--- src/rtl/pma_pkg.sv ---
// ----------------------------------------------------------------------------
// Power monitor accumulator package
// Shared widths, constants, state and step codes, and the control struct
// that passes between the sequencer and the bit-serial arithmetic unit.
// ----------------------------------------------------------------------------
package pma_pkg;

    // Width of the shared serial datapath (largest product and dividend).
    localparam int SER_W    = 51;
    // Multiplier operand width; one bit is consumed per cycle.
    localparam int MUL_BITS = 18;
    // Iteration counter width, large enough to hold SER_W.
    localparam int CNT_W    = 6;

    // Default width of the elapsed-time field.
    localparam int TIME_WIDTH_DEF = 24;

    // Shunt resistance in milliohm, and the derived shunt current scaling.
    localparam int SHUNT_MILLIOHM = 10;
    localparam int QMA_SHIFT_LO   = $clog2(40 / SHUNT_MILLIOHM);

    // Fixed divisors and scale factors.
    localparam logic [SER_W-1:0] MON_DIV     = SER_W'(16000);
    localparam logic [SER_W-1:0] MILLI_DIV   = SER_W'(1000);
    localparam logic [SER_W-1:0] QMA_US_MAH  = SER_W'(64'd14400000000);
    localparam logic [SER_W-1:0] US_PER_HOUR = SER_W'(64'd3600000000);

    // Register reset values.
    localparam logic        RST_VARIANT   = 1'b0;
    localparam logic [15:0] RST_CAPACITY  = 16'd2000;
    localparam logic [21:0] RST_THRESHOLD = 22'd20000;
    localparam logic [15:0] RST_CAP_HOURS = 16'd10000;

    // Configuration register indexes.
    localparam logic [1:0] CFG_VARIANT   = 2'd0;
    localparam logic [1:0] CFG_CAPACITY  = 2'd1;
    localparam logic [1:0] CFG_THRESHOLD = 2'd2;
    localparam logic [1:0] CFG_CAP_HOURS = 2'd3;

    // Charger status bits.
    localparam int STAT_CHARGING = 5;
    localparam int STAT_OUT_ON   = 3;

    // Current clear codes.
    localparam logic signed [17:0] QMA_MIN = -18'sd131072;
    localparam logic signed [17:0] QMA_MAX = 18'sd131071;

    typedef enum logic [2:0] {
        S_IDLE,
        S_LOAD,
        S_WAIT,
        S_CHG,
        S_RUN,
        S_OUT
    } t_state;

    typedef enum logic [3:0] {
        ST_MON_MUL,
        ST_MON_DIV,
        ST_SYS_MUL,
        ST_SYS_DIV,
        ST_BAT_MUL,
        ST_BAT_DIV,
        ST_CAP_MUL,
        ST_CHG_MUL,
        ST_CHG_DIV,
        ST_RUN_MUL
    } t_step;

    typedef enum logic {
        SER_MUL,
        SER_DIV
    } t_ser_op;

    typedef struct packed {
        logic    start;
        t_ser_op op;
    } t_ser_ctl;

endpackage

--- src/rtl/pma_serial.sv ---
// ----------------------------------------------------------------------------
// Bit-serial arithmetic unit
// Unsigned shift-add multiply (one multiplier bit per cycle) and restoring
// divide (one quotient bit per cycle) over a shared set of shift registers.
// ----------------------------------------------------------------------------
module pma_serial (
    input  logic                       i_clk,
    input  logic                       i_rst_n,
    input  pma_pkg::t_ser_ctl          i_ctl,
    input  logic [pma_pkg::SER_W-1:0]  i_opa,
    input  logic [pma_pkg::SER_W-1:0]  i_opb,
    output logic                       o_done,
    output logic [pma_pkg::SER_W-1:0]  o_acc,
    output logic [pma_pkg::SER_W-1:0]  o_quo
);

    logic                      r_busy, n_busy;
    logic                      r_done, n_done;
    pma_pkg::t_ser_op          r_op, n_op;
    logic [pma_pkg::CNT_W-1:0] r_cnt, n_cnt;
    logic [pma_pkg::SER_W-1:0] r_acc, n_acc;
    logic [pma_pkg::SER_W-1:0] r_opa, n_opa;
    logic [pma_pkg::SER_W-1:0] r_opb, n_opb;
    logic [pma_pkg::SER_W-1:0] trial;
    logic                      fits;

    // Restoring divide step: shift in the next dividend bit and try a subtract.
    assign trial = {r_acc[pma_pkg::SER_W-2:0], r_opb[pma_pkg::SER_W-1]};
    assign fits  = (trial >= r_opa);

    // Next-value logic for one iteration.
    always_comb begin
        n_busy = r_busy;
        n_done = 1'b0;
        n_op   = r_op;
        n_cnt  = r_cnt;
        n_acc  = r_acc;
        n_opa  = r_opa;
        n_opb  = r_opb;
        if (i_ctl.start) begin
            n_busy = 1'b1;
            n_op   = i_ctl.op;
            n_acc  = '0;
            n_opa  = i_opa;
            n_opb  = i_opb;
            n_cnt  = (i_ctl.op == pma_pkg::SER_MUL) ? pma_pkg::CNT_W'(pma_pkg::MUL_BITS)
                                                     : pma_pkg::CNT_W'(pma_pkg::SER_W);
        end else if (r_busy) begin
            unique case (r_op)
                pma_pkg::SER_MUL: begin
                    n_acc = r_opb[0] ? r_acc + r_opa : r_acc;
                    n_opa = {r_opa[pma_pkg::SER_W-2:0], 1'b0};
                    n_opb = {1'b0, r_opb[pma_pkg::SER_W-1:1]};
                end
                pma_pkg::SER_DIV: begin
                    n_acc = fits ? trial - r_opa : trial;
                    n_opb = {r_opb[pma_pkg::SER_W-2:0], fits};
                end
            endcase
            n_cnt = r_cnt - 1'b1;
            if (r_cnt == pma_pkg::CNT_W'(1)) begin
                n_busy = 1'b0;
                n_done = 1'b1;
            end
        end
    end

    // Control registers.
    always_ff @(posedge i_clk) begin
        if (!i_rst_n) begin
            r_busy <= 1'b0;
            r_done <= 1'b0;
        end else begin
            r_busy <= n_busy;
            r_done <= n_done;
        end
    end

    // Datapath shift registers.
    always_ff @(posedge i_clk) begin
        r_op  <= n_op;
        r_cnt <= n_cnt;
        r_acc <= n_acc;
        r_opa <= n_opa;
        r_opb <= n_opb;
    end

    assign o_done = r_done;
    assign o_acc  = r_acc;
    assign o_quo  = r_opb;

    // A new operation is only started while the unit is free.
    a_start_free: assert property (@(posedge i_clk) disable iff (!i_rst_n)
        i_ctl.start |-> !r_busy)
        else $error("serial unit started while busy");

    // The done pulse closes the operation.
    a_done_idle: assert property (@(posedge i_clk) disable iff (!i_rst_n)
        r_done |-> !r_busy)
        else $error("done raised while still busy");

    // The partial remainder stays below a nonzero divisor.
    a_rem_bound: assert property (@(posedge i_clk) disable iff (!i_rst_n)
        (r_busy && r_op == pma_pkg::SER_DIV && r_opa != '0) |-> (r_acc < r_opa))
        else $error("partial remainder not below divisor");

endmodule

--- src/rtl/power_monitor_accumulator.sv ---
// Ten serial multiply and divide steps run on one shared bit-serial unit, and
// o_stall holds off the next item until they and the output hand-off are done.
// A finished result waits in the output register while the next item is taken.
// Reset (synchronous, active low) clears the peak, minimum, charge, cycle and
// runtime state and restores the configuration registers to their defaults.
// ----------------------------------------------------------------------------
// Power monitor accumulator
// Scales current-monitor readings, picks reported voltage and power, tracks
// current extremes, counts charge into battery cycles and meters motor runtime.
// ----------------------------------------------------------------------------
module power_monitor_accumulator #(
    parameter int TIME_WIDTH = pma_pkg::TIME_WIDTH_DEF
) (
    input  logic                    i_clk,
    input  logic                    i_rst_n,
    // Configuration port
    input  logic                    i_cfg_we,
    input  logic [1:0]              i_cfg_index,
    input  logic [21:0]             i_cfg_data,
    // Input channel
    input  logic                    i_valid,
    output logic                    o_stall,
    input  logic                    i_mode,
    input  logic [TIME_WIDTH-1:0]   i_elapsed_us,
    input  logic [15:0]             i_bus_raw,
    input  logic signed [15:0]      i_shunt_raw,
    input  logic                    i_monitor_ok,
    input  logic [7:0]              i_charger_status,
    input  logic [15:0]             i_battery_mv,
    input  logic [15:0]             i_system_mv,
    input  logic signed [15:0]      i_battery_ma,
    input  logic signed [15:0]      i_system_ma,
    input  logic [15:0]             i_system_power_raw,
    input  logic                    i_charger_ok,
    // Output channel
    output logic                    o_valid,
    input  logic                    i_stall,
    output logic [16:0]             o_report_bus_mv,
    output logic signed [17:0]      o_current_qma,
    output logic signed [22:0]      o_output_mw,
    output logic [21:0]             o_input_mw,
    output logic signed [17:0]      o_current_peak,
    output logic signed [17:0]      o_current_low,
    output logic [49:0]             o_charge_residue,
    output logic [31:0]             o_cycle_count,
    output logic [47:0]             o_runtime_us,
    output logic                    o_save_request
);

    localparam int SW = pma_pkg::SER_W;

    // Sequencer state
    pma_pkg::t_state r_state, n_state;
    pma_pkg::t_step  r_step, n_step;

    // Configuration registers
    logic        r_variant;
    logic [15:0] r_capacity;
    logic [21:0] r_threshold;
    logic [15:0] r_cap_hours;

    // Persistent state
    logic signed [17:0] r_peak, r_low;
    logic [49:0]        r_charge;
    logic [31:0]        r_cycles;
    logic [47:0]        r_runtime;

    // Captured item
    logic                  r_mode;
    logic [TIME_WIDTH-1:0] r_dt;
    logic [15:0]           r_bus;
    logic signed [15:0]    r_shunt;
    logic                  r_mon_ok;
    logic [7:0]            r_status;
    logic [15:0]           r_bat_mv, r_sys_mv;
    logic signed [15:0]    r_bat_ma, r_sys_ma;
    logic [15:0]           r_sys_pw;
    logic                  r_chg_ok;

    // Intermediate results
    logic [21:0]        r_mon_mag, r_sys_mag, r_bat_mag;
    logic [49:0]        r_cap_units;
    logic [SW-1:0]      r_div_quo;
    logic [49:0]        r_div_rem;
    logic [47:0]        r_cap_us;
    logic signed [22:0] r_out_mw;
    logic [21:0]        r_in_mw;
    logic               r_save;

    // Output register
    logic               r_out_valid;
    logic [16:0]        r_o_bus_mv;
    logic signed [17:0] r_o_qma, r_o_peak, r_o_low;
    logic signed [22:0] r_o_out_mw;
    logic [21:0]        r_o_in_mw;
    logic [49:0]        r_o_charge;
    logic [31:0]        r_o_cycles;
    logic [47:0]        r_o_runtime;
    logic               r_o_save;

    // Serial unit interface
    pma_pkg::t_ser_ctl ser_ctl;
    logic [SW-1:0]     ser_opa, ser_opb, ser_acc, ser_quo;
    logic              ser_done;

    // Combinational item values
    logic signed [17:0] qma;
    logic [17:0]        qma_mag;
    logic               qma_pos;
    logic [18:0]        bus_q5, bus_qmv;
    logic [16:0]        report_mv;
    logic signed [16:0] sys_ma_x, bat_ma_x;
    logic [16:0]        sys_ma_mag, bat_ma_mag;
    logic [19:0]        pw10;
    logic signed [22:0] mon_mw, out_mw;
    logic [21:0]        in_mw;
    logic               out_free;
    logic               chg_en;
    logic [32:0]        cyc_sum;
    logic               cyc_sat;
    logic [48:0]        run_sum;
    logic               run_en;

    // Shunt current and bus voltage scaling.
    assign qma = !r_mon_ok ? '0 :
                 r_variant ? 18'(r_shunt) : (18'(r_shunt) <<< pma_pkg::QMA_SHIFT_LO);
    assign qma_mag = qma[17] ? 18'(-qma) : 18'(qma);
    assign qma_pos = !qma[17] && (qma != '0);
    assign bus_q5  = {1'b0, r_bus, 2'b00} + {3'b000, r_bus};
    assign bus_qmv = r_variant ? bus_q5 : {2'b00, r_bus[15:3], 4'b0000};

    // Reported bus voltage: monitor first, then charger system voltage.
    assign report_mv = r_mon_ok ? bus_qmv[18:2] :
                       r_chg_ok ? {1'b0, r_sys_mv} : '0;

    // Current magnitudes for the charger products.
    assign sys_ma_x   = 17'(r_sys_ma);
    assign bat_ma_x   = 17'(r_bat_ma);
    assign sys_ma_mag = sys_ma_x[16] ? 17'(-sys_ma_x) : 17'(sys_ma_x);
    assign bat_ma_mag = bat_ma_x[16] ? 17'(-bat_ma_x) : 17'(bat_ma_x);

    // Output and input power selection.
    assign pw10   = {1'b0, r_sys_pw, 3'b000} + {3'b000, r_sys_pw, 1'b0};
    assign mon_mw = qma[17] ? -$signed({1'b0, r_mon_mag}) : $signed({1'b0, r_mon_mag});
    always_comb begin
        if (!r_chg_ok) begin
            out_mw = mon_mw;
        end else if (!r_status[pma_pkg::STAT_OUT_ON]) begin
            out_mw = '0;
        end else if (r_sys_pw != '0) begin
            out_mw = 23'(pw10);
        end else begin
            out_mw = $signed({1'b0, r_sys_mag});
        end
    end
    assign in_mw = (r_chg_ok && r_status[pma_pkg::STAT_CHARGING]) ? r_bat_mag : '0;

    // Charge and cycle arithmetic.
    assign chg_en  = !r_mode && qma_pos && (r_capacity != '0);
    assign cyc_sum = {1'b0, r_cycles} + {1'b0, r_div_quo[31:0]};
    assign cyc_sat = (|r_div_quo[SW-1:32]) || (cyc_sum >= 33'h0_FFFF_FFFF);

    // Runtime arithmetic.
    assign run_sum = {1'b0, r_runtime} + 49'(r_dt);
    assign run_en  = !r_mode && ($signed(r_out_mw) >= $signed({1'b0, r_threshold}))
                     && (r_runtime < r_cap_us);

    assign out_free = !r_out_valid || !i_stall;

    // Operands for each serial step.
    always_comb begin
        ser_opa = '0;
        ser_opb = '0;
        unique case (r_step)
            pma_pkg::ST_MON_MUL: begin
                ser_opa = SW'(bus_qmv);
                ser_opb = SW'(qma_mag);
            end
            pma_pkg::ST_SYS_MUL: begin
                ser_opa = SW'(r_sys_mv);
                ser_opb = SW'(sys_ma_mag);
            end
            pma_pkg::ST_BAT_MUL: begin
                ser_opa = SW'(r_bat_mv);
                ser_opb = SW'(bat_ma_mag);
            end
            pma_pkg::ST_MON_DIV: begin
                ser_opa = pma_pkg::MON_DIV;
                ser_opb = ser_acc;
            end
            pma_pkg::ST_SYS_DIV, pma_pkg::ST_BAT_DIV: begin
                ser_opa = pma_pkg::MILLI_DIV;
                ser_opb = ser_acc;
            end
            pma_pkg::ST_CAP_MUL: begin
                ser_opa = pma_pkg::QMA_US_MAH;
                ser_opb = SW'(r_capacity);
            end
            pma_pkg::ST_CHG_MUL: begin
                ser_opa = SW'(r_dt);
                ser_opb = SW'(qma_mag);
            end
            pma_pkg::ST_CHG_DIV: begin
                ser_opa = SW'(r_cap_units);
                ser_opb = {1'b0, r_charge} + ser_acc;
            end
            pma_pkg::ST_RUN_MUL: begin
                ser_opa = pma_pkg::US_PER_HOUR;
                ser_opb = SW'(r_cap_hours);
            end
            default: begin
                ser_opa = '0;
                ser_opb = '0;
            end
        endcase
    end

    // Sequencer next state and serial unit control.
    always_comb begin
        n_state       = r_state;
        n_step        = r_step;
        ser_ctl.start = 1'b0;
        ser_ctl.op    = pma_pkg::SER_MUL;
        unique case (r_state)
            pma_pkg::S_IDLE: begin
                if (i_valid) begin
                    n_state = pma_pkg::S_LOAD;
                    n_step  = pma_pkg::ST_MON_MUL;
                end
            end
            pma_pkg::S_LOAD: begin
                ser_ctl.start = 1'b1;
                if (r_step == pma_pkg::ST_MON_DIV || r_step == pma_pkg::ST_SYS_DIV ||
                    r_step == pma_pkg::ST_BAT_DIV || r_step == pma_pkg::ST_CHG_DIV) begin
                    ser_ctl.op = pma_pkg::SER_DIV;
                end
                n_state = pma_pkg::S_WAIT;
            end
            pma_pkg::S_WAIT: begin
                if (ser_done) begin
                    if (r_step == pma_pkg::ST_RUN_MUL) begin
                        n_state = pma_pkg::S_CHG;
                    end else begin
                        n_state = pma_pkg::S_LOAD;
                        n_step  = pma_pkg::t_step'(r_step + 4'd1);
                    end
                end
            end
            pma_pkg::S_CHG: begin
                n_state = pma_pkg::S_RUN;
            end
            pma_pkg::S_RUN: begin
                n_state = pma_pkg::S_OUT;
            end
            pma_pkg::S_OUT: begin
                if (out_free) begin
                    n_state = pma_pkg::S_IDLE;
                end
            end
            default: begin
                n_state = pma_pkg::S_IDLE;
            end
        endcase
    end

    assign o_stall = (r_state != pma_pkg::S_IDLE);

    // Sequencer registers.
    always_ff @(posedge i_clk) begin
        if (!i_rst_n) begin
            r_state <= pma_pkg::S_IDLE;
            r_step  <= pma_pkg::ST_MON_MUL;
        end else begin
            r_state <= n_state;
            r_step  <= n_step;
        end
    end

    pma_serial u_serial (
        .i_clk   (i_clk),
        .i_rst_n (i_rst_n),
        .i_ctl   (ser_ctl),
        .i_opa   (ser_opa),
        .i_opb   (ser_opb),
        .o_done  (ser_done),
        .o_acc   (ser_acc),
        .o_quo   (ser_quo)
    );

    // Configuration, persistent state and output valid.
    always_ff @(posedge i_clk) begin
        if (!i_rst_n) begin
            r_variant   <= pma_pkg::RST_VARIANT;
            r_capacity  <= pma_pkg::RST_CAPACITY;
            r_threshold <= pma_pkg::RST_THRESHOLD;
            r_cap_hours <= pma_pkg::RST_CAP_HOURS;
            r_peak      <= '0;
            r_low       <= '0;
            r_charge    <= '0;
            r_cycles    <= '0;
            r_runtime   <= '0;
            r_out_valid <= 1'b0;
        end else begin
            if (i_cfg_we) begin
                unique case (i_cfg_index)
                    pma_pkg::CFG_VARIANT:   r_variant   <= i_cfg_data[0];
                    pma_pkg::CFG_CAPACITY:  r_capacity  <= i_cfg_data[15:0];
                    pma_pkg::CFG_THRESHOLD: r_threshold <= i_cfg_data;
                    pma_pkg::CFG_CAP_HOURS: r_cap_hours <= i_cfg_data[15:0];
                endcase
            end
            // Current extremes, charge and cycle count.
            if (r_state == pma_pkg::S_CHG) begin
                if (r_mode) begin
                    r_peak <= pma_pkg::QMA_MIN;
                    r_low  <= pma_pkg::QMA_MAX;
                end else begin
                    if (qma > r_peak) r_peak <= qma;
                    if (qma < r_low)  r_low  <= qma;
                end
                if (chg_en) begin
                    r_charge <= r_div_rem;
                    if (r_div_quo != '0) begin
                        r_cycles <= cyc_sat ? '1 : cyc_sum[31:0];
                    end
                end
            end
            // Motor runtime, clamped to the cap.
            if (r_state == pma_pkg::S_RUN && run_en) begin
                r_runtime <= (run_sum > {1'b0, r_cap_us}) ? r_cap_us : run_sum[47:0];
            end
            // Output register handshake.
            if (r_state == pma_pkg::S_OUT && out_free) begin
                r_out_valid <= 1'b1;
            end else if (!i_stall) begin
                r_out_valid <= 1'b0;
            end
        end
    end

    // Item capture, intermediate results and output payload.
    always_ff @(posedge i_clk) begin
        if (r_state == pma_pkg::S_IDLE && i_valid) begin
            r_mode   <= i_mode;
            r_dt     <= i_elapsed_us;
            r_bus    <= i_bus_raw;
            r_shunt  <= i_shunt_raw;
            r_mon_ok <= i_monitor_ok;
            r_status <= i_charger_status;
            r_bat_mv <= i_battery_mv;
            r_sys_mv <= i_system_mv;
            r_bat_ma <= i_battery_ma;
            r_sys_ma <= i_system_ma;
            r_sys_pw <= i_system_power_raw;
            r_chg_ok <= i_charger_ok;
        end
        if (r_state == pma_pkg::S_WAIT && ser_done) begin
            unique case (r_step)
                pma_pkg::ST_MON_DIV: r_mon_mag   <= ser_quo[21:0];
                pma_pkg::ST_SYS_DIV: r_sys_mag   <= ser_quo[21:0];
                pma_pkg::ST_BAT_DIV: r_bat_mag   <= ser_quo[21:0];
                pma_pkg::ST_CAP_MUL: r_cap_units <= ser_acc[49:0];
                pma_pkg::ST_CHG_DIV: begin
                    r_div_quo <= ser_quo;
                    r_div_rem <= ser_acc[49:0];
                end
                pma_pkg::ST_RUN_MUL: r_cap_us    <= ser_acc[47:0];
                default: ;
            endcase
        end
        // Power selection and the cycle part of the save flag.
        if (r_state == pma_pkg::S_CHG) begin
            r_out_mw <= out_mw;
            r_in_mw  <= in_mw;
            r_save   <= chg_en && (r_div_quo != '0);
        end
        if (r_state == pma_pkg::S_RUN && run_en) begin
            r_save <= 1'b1;
        end
        if (r_state == pma_pkg::S_OUT && out_free) begin
            r_o_bus_mv  <= report_mv;
            r_o_qma     <= qma;
            r_o_out_mw  <= r_out_mw;
            r_o_in_mw   <= r_in_mw;
            r_o_peak    <= r_peak;
            r_o_low     <= r_low;
            r_o_charge  <= r_charge;
            r_o_cycles  <= r_cycles;
            r_o_runtime <= r_runtime;
            r_o_save    <= r_save;
        end
    end

    assign o_valid          = r_out_valid;
    assign o_report_bus_mv  = r_o_bus_mv;
    assign o_current_qma    = r_o_qma;
    assign o_output_mw      = r_o_out_mw;
    assign o_input_mw       = r_o_in_mw;
    assign o_current_peak   = r_o_peak;
    assign o_current_low    = r_o_low;
    assign o_charge_residue = r_o_charge;
    assign o_cycle_count    = r_o_cycles;
    assign o_runtime_us     = r_o_runtime;
    assign o_save_request   = r_o_save;

    // An accepted transfer always starts the first serial step.
    a_accept_load: assert property (@(posedge i_clk) disable iff (!i_rst_n)
        (i_valid && !o_stall) |=> (r_state == pma_pkg::S_LOAD &&
                                   r_step == pma_pkg::ST_MON_MUL))
        else $error("accepted item did not start the sequence");

    // The cycle count never decreases outside reset.
    a_cycles_mono: assert property (@(posedge i_clk) disable iff (!i_rst_n)
        $past(i_rst_n) |-> (r_cycles >= $past(r_cycles)))
        else $error("cycle count decreased");

    // The runtime never decreases outside reset.
    a_runtime_mono: assert property (@(posedge i_clk) disable iff (!i_rst_n)
        $past(i_rst_n) |-> (r_runtime >= $past(r_runtime)))
        else $error("runtime decreased");

endmodule
--- config.mk ---
export PLATFORM = sky130hd
export DESIGN_NAME = power_monitor_accumulator
export DESIGN_NICKNAME = d
export VERILOG_FILES = /design/src/rtl/pma_pkg.sv /design/src/rtl/pma_serial.sv /design/src/rtl/power_monitor_accumulator.sv
export SDC_FILE = /design/constraint.sdc
export NUM_CORES = 2
export LEC_CHECK = 0
export ABC_AREA = 1
export BUFFER_PORTS_ARGS = -buffer_cell sky130_fd_sc_hd__buf_4
export CORE_UTILIZATION = 45
export DETAILED_ROUTE_END_ITERATION = 7
export HOLD_SLACK_MARGIN = 0.1
export SYNTH_ARGS = -nofsm -noshare
export SYNTH_HDL_FRONTEND = slang
export SYNTH_SLANG_ARGS = --single-unit
export TNS_END_PERCENT = 10
--- constraint.sdc ---
create_clock -name i_clk -period 19.9 [get_ports i_clk]
set_input_delay 3.98 -clock i_clk [delete_from_list [all_inputs] [get_ports i_clk]]
set_output_delay 3.98 -clock i_clk [all_outputs]
set_load 0.005 [all_outputs]
---- Yosys cells after proc, flatten, opt, wreduce, memory -nomap -nowiden ----
Cells that the tools add are included.
storage, ports and cells
  input bits .............................. 176
  register bits ........................... 1094
  memories ................................ 0
  bits in read-only memories .............. 0
  bits in writable memories ............... 0
  output and inout bits ................... 249
  latch bits .............................. 0
operators by class
  order comparisons ....................... 7
  muxes and demuxes ....................... 49
  $mul .................................... 0
  bitwise gates (word level) .............. 3
  shift-type cells ........................ 0
  add/subtract/negate cells ............... 13
  equal/unequal tests ..................... 25
  divide/modulo/power cells ............... 0
  reduce and logical (&&, ||, !) cells .... 55
operators by type and width
  operator              count
  $pmux 50 s9           1
  $mux 51               7
  $pmux 51 s7           1
  $pmux 51 s2           2
  $mux 18               6
  $mux 17               4
  $add 50x51->51        1
  $add 51x51->51        1
  $ge 51x51->1          1
  $reduce_bool 51->1    1
  $sub 51x51->51        1
  $add 48x24->49        1
  $gt 49x48->1          1
  $lt 48x48->1          1
  $mux 48               1
  $mux 23               2
  $mux 22               2
  $neg 16->17           2
  $add 32x32->33        1
  $ge 33x32->1 const B  1
  $mux 32               1
  $reduce_bool 16->1    2
  $reduce_and 2->1      15
  $ge 23x23->1          1
  other kinds (44)      95

---- Logic depth before layout (Yosys ltp) ----
  depth in word-level cells ............... 8
  gate-level depth with buffers ........... 29
  gate-level depth less buffers ........... 28

---- By module ----
A second synthesis with hierarchy kept.
unflattened totals
  cell total of the unflattened synthesis .. 8124
  area, all modules ....................... 64714.6 µm²
by module, submodules not included
  module                     instances  area an instance (µm²)  cells each  sequential area each (µm²)
  power_monitor_accumulator  1          48108.6                 5292        25564.5
  pma_serial                 1          16605.9                 2832        4334.2

---- Least setup slack after synthesis ----
No wires, ideal clock.
  kind .................................... input to register
  start point ............................. input port i_stall
  end point ............................... register r_o_charge[0], in the netlist o_charge_residue[0], enable pin
  setup slack ............................. 4.769 ns
  path buffers ............................ 0
  stages on the path ...................... 3
  required time ........................... 19.042 ns
  arrival ................................. 14.273 ns
  path through ............................ nand2_1 > inv_1 > nor2_1
on the way
  longest elaborated chain between the ends .. 3
ends and longest elaborated chain
  element                 line                              source
  start: declaration      power_monitor_accumulator.sv:37   input logic i_stall,
  $logic_not 1->1         n/a
  $logic_or 1x1->1        power_monitor_accumulator.sv:168  assign out_free = !r_out_valid || !i_stall;
  $logic_and 1x1->1       power_monitor_accumulator.sv:380  if (r_state == pma_pkg::S_OUT && out_free) begin
  end signal: assignment  power_monitor_accumulator.sv:387  r_o_charge <= r_charge;
  end: declaration        power_monitor_accumulator.sv:96   logic [49:0] r_o_charge;
No other way between the ends.
A chain may end at the register's enable or synchronous reset.

---- Final worst setup path ----
  start point ............................. register r_dt[2]
  end point ............................... register r_runtime[45]
on the way
  longest elaborated chain between the ends .. 3
ends and longest elaborated chain
  element                   line                              source
  start: declaration        power_monitor_accumulator.sv:70   logic [TIME_WIDTH-1:0] r_dt;
  start signal: assignment  power_monitor_accumulator.sv:345  r_dt <= i_elapsed_us;
  $add 48x24->49 *          power_monitor_accumulator.sv:164  assign run_sum = {1'b0, r_runtime} + 49'(r_dt);
  $gt 49x48->1              power_monitor_accumulator.sv:330  r_runtime <= (run_sum > {1'b0, r_cap_us}) ? r_cap_us : run_sum[47:0];
  $mux 48 *                 power_monitor_accumulator.sv:330
  end signal: assignment    power_monitor_accumulator.sv:330
  end: declaration          power_monitor_accumulator.sv:66   logic [47:0] r_runtime;
Every way passes the cells marked *; elsewhere a longest branch is shown, timed or not.

==> metrics <==
max-cap violation count 0; crit start category flop; Routed Antenna Nets 0; Worst-path clk slew 0.06 ns; relative slew slack 14.76%; Hold/Removal Path Class reg -> reg; Core Footprint between 100000 and 150000 um2; minimum clock period 6.951 ns; Die Area 144300 um2; vias in the first global route 53902; fill count 13632; Die W 379.8 um; CP Capture Type flop; DR pass1 iterations 6; Setup Fix Bufs, Post-CTS 0; Hold Buf Count CTS 0; clock buffer depth 3; #FFs+latches synth around 1100; synth warn 0; routability cong. 1.013; EDFF count, synth roughly 810; Clock Skew 0.06399 ns; Post-synth ARST share 0%; Detailed Route WL 242200 um; Worst EP arrival 7.62 ns; Post-synth top flop edfxtp_1; commonest non-fill, non-tap cells in the layout nand2_1 (1784), inv_1 (1050), nor2_1 (908); DIE HEIGHT 379.8 um; vias per cell ~5.6; Least-Margin Pin Slew 1.277 ns; fin crit share 34.93%; Avg WL per Cell 23.33 um; setup violators final 0; clock root buffer clkbuf_16; number of remaining DRC errors 0; largest voltage drop on the vdd net ~97 uV; Initial Util a little under half; final net count 8958; final hold violation count 0; final worst setup slack 12.95 ns; RSZ-0062 raised after global routing false; Layout area overhead 14.81%; clock sinks approximately 1100; Port Buffer Count 418; detailed placement HPWL 188500 um; number of CTS-inserted buffers 117; outcome finished clean; FMAX between 100 and 150 MHz; first-pass GRT wire length ~350000 um; syn avg cell area 8.055 um2; net count after synthesis 8554; clock latency on the worst-skew pair between 0.7 and 0.8 ns; post-synth cell types 63; Required @ worst endpoint 20.57 ns; R2R depth 25; WHS Path Cells 0; Placement Setup Slack 12.70 ns; Ports 425; layout cells sized above 1 9.596%; largest net degree at the start of global routing 156; Post-Syn Area 64230 um2; Max H-tree Level 3; critical path class reg -> reg; total gr overflow 0; Final Total Pwr roughly 8.8 mW; setup TNS 0 ns; Post-Synthesis Cells 7974; most common cell after layout, fill and taps aside nand2_1; DR iter-0 viols 5571; leakage 31.56 nW; Max FO, Critical Path 49; post-route cell area 73740 um2; Cell Pwr Density 119.7 nW/um2; sequential share of the synthesized area between 40% and 50%; Cell Area, Placed around 69000 um2; CTS tree done; number of max-slew violations in the final report 0; row count 138; initial antenna violation count 13; GRT Total Usage 32.58%; Post-CTS Resized 0; vias after detailed routing 57698
==> synth_stat cells, types with 30 or more instances <==
cell | number | share of area (%)
a21o_1 | 35 | 0.41
a21oi_1 | 543 | 4.2
a31oi_1 | 30 | 0.29
clkbuf_1 | 134 | 0.78
dfxtp_1 | 283 | 8.8
edfxtp_1 | 807 | 38
ha_1 | 397 | 7.7
inv_1 | 1052 | 6.1
nand2_1 | 1786 | 10
nand3_1 | 515 | 4.0
nand4_1 | 81 | 0.79
nor2_1 | 919 | 5.4
nor3_1 | 110 | 0.86
nor4_1 | 43 | 0.42
o211ai_1 | 42 | 0.49
o21a_1 | 44 | 0.51
o21ai_0 | 672 | 5.2
o21bai_1 | 35 | 0.41
xor2_1 | 63 | 0.86
==> cell families (layout without fill, tap and decap cells) <==
group                    Yosys count  in the layout  share of synthesized area [%]
AND/OR/NAND/NOR                 3581           3581                          23.39
adder cells (fa/ha/maj)          404            404                          7.951
XOR/XNOR                          89             89                          1.214
flip-flops                      1090           1090                          46.55
other                              0              8                              0
buffers and inverters           1284           1793                          7.852
AO/OA/AOI/OAI                   1526           1526                          13.05
==> layer usage <==
layer	vias to the layer above	global-route usage (%)	part of all wire, %
met3	414	4.380	6.9
met4	4	14.17	4.8
li1	27662	-	-
met1	27326	43.89	43
met5	-	0	0.011
met2	2292	52.39	45
==> sequential cells by signal, summed over array words and instances, names as in the netlist, 22 cells and up <==
name and flops:
r_div_quo 51, u_serial.o_acc 51, u_serial.o_quo 51, u_serial.r_opa 51
o_charge_residue 50, r_cap_units 50, r_charge 50, r_div_rem 50
o_runtime_us 48, r_cap_us 48, r_runtime 48, o_cycle_count 32
r_cycles 32, r_dt 24, o_output_mw 23, r_out_mw 23
o_input_mw 22, r_bat_mag 22, r_in_mw 22, r_mon_mag 22
r_sys_mag 22, r_threshold 22
==> power breakdown <==
| part | internal [mW] | switching (mW) |
|---|---|---|
| registers | 2.79 | 0.346 |
| clock network | 1.41 | 0.999 |
| logic | 0.957 | 2.33 |
| total | 5.16 | 3.67 |
==> metrics by stage <==
step	hold slack, ns	cells	utilization [%]
after detailed placement	0.4045	10149	49.03
after floorplan	0.4003	7974	-
after global placement	0.4052	10149	49.03
after global routing	0.4250	10378	52.08
after CTS	0.4185	10373	52.07
final	0.4175	10381	52.08
==> worst paths after layout <==
check / start / to / slack [ns]
worst min register to register: r_in_mw[12] / o_input_mw[12] / 0.42
worst max-delay path: r_dt[2] / r_runtime[45] / 12.95
worst max register to register: r_dt[2] / r_runtime[45] / 12.95
worst min-delay path: r_in_mw[12] / o_input_mw[12] / 0.42
==> final cells by class <==
cell class / count / area, um2 / area share, %
clock buffer: 140 / 3161 / 4.286
sequential: 1090 / 29900 / 40.54
tap: 1890 / 2365 / 3.207
multi-input combinational: 5600 / 29380 / 39.84
clock inverter: 84 / 1150 / 1.559
antenna: 8 / 20.02 / 0.02715
timing repair buffer: 496 / 3736 / 5.066
inverter: 1073 / 4033 / 5.468
==> worst max-delay path, stage by stage, from the launching register on <==
cell and delay (ns):
edfxtp_1 0.44, ha_1 0.38, nand3_1 0.09, nand2_1 0.26, a21boi_1 0.17, o21ai_0 0.55, nand4_1 0.23, nand2_1 0.36
nand2_1 0.12, xor2_1 0.22, inv_1 0.07, ha_1 0.27, nand2_1 0.07, nor3b_1 0.18, nand4_1 0.17, nor4_1 0.68
nand2_1 0.20, nand2_1 0.13, nand2_1 0.05, nand2_1 0.05, buf_4 0.49, nand2_2 0.76, inv_2 0.49, nor2_1 0.09
nor2_1 0.11, nor2_1 0.04
No activity file was read; power rests on OpenSTA's default activity.
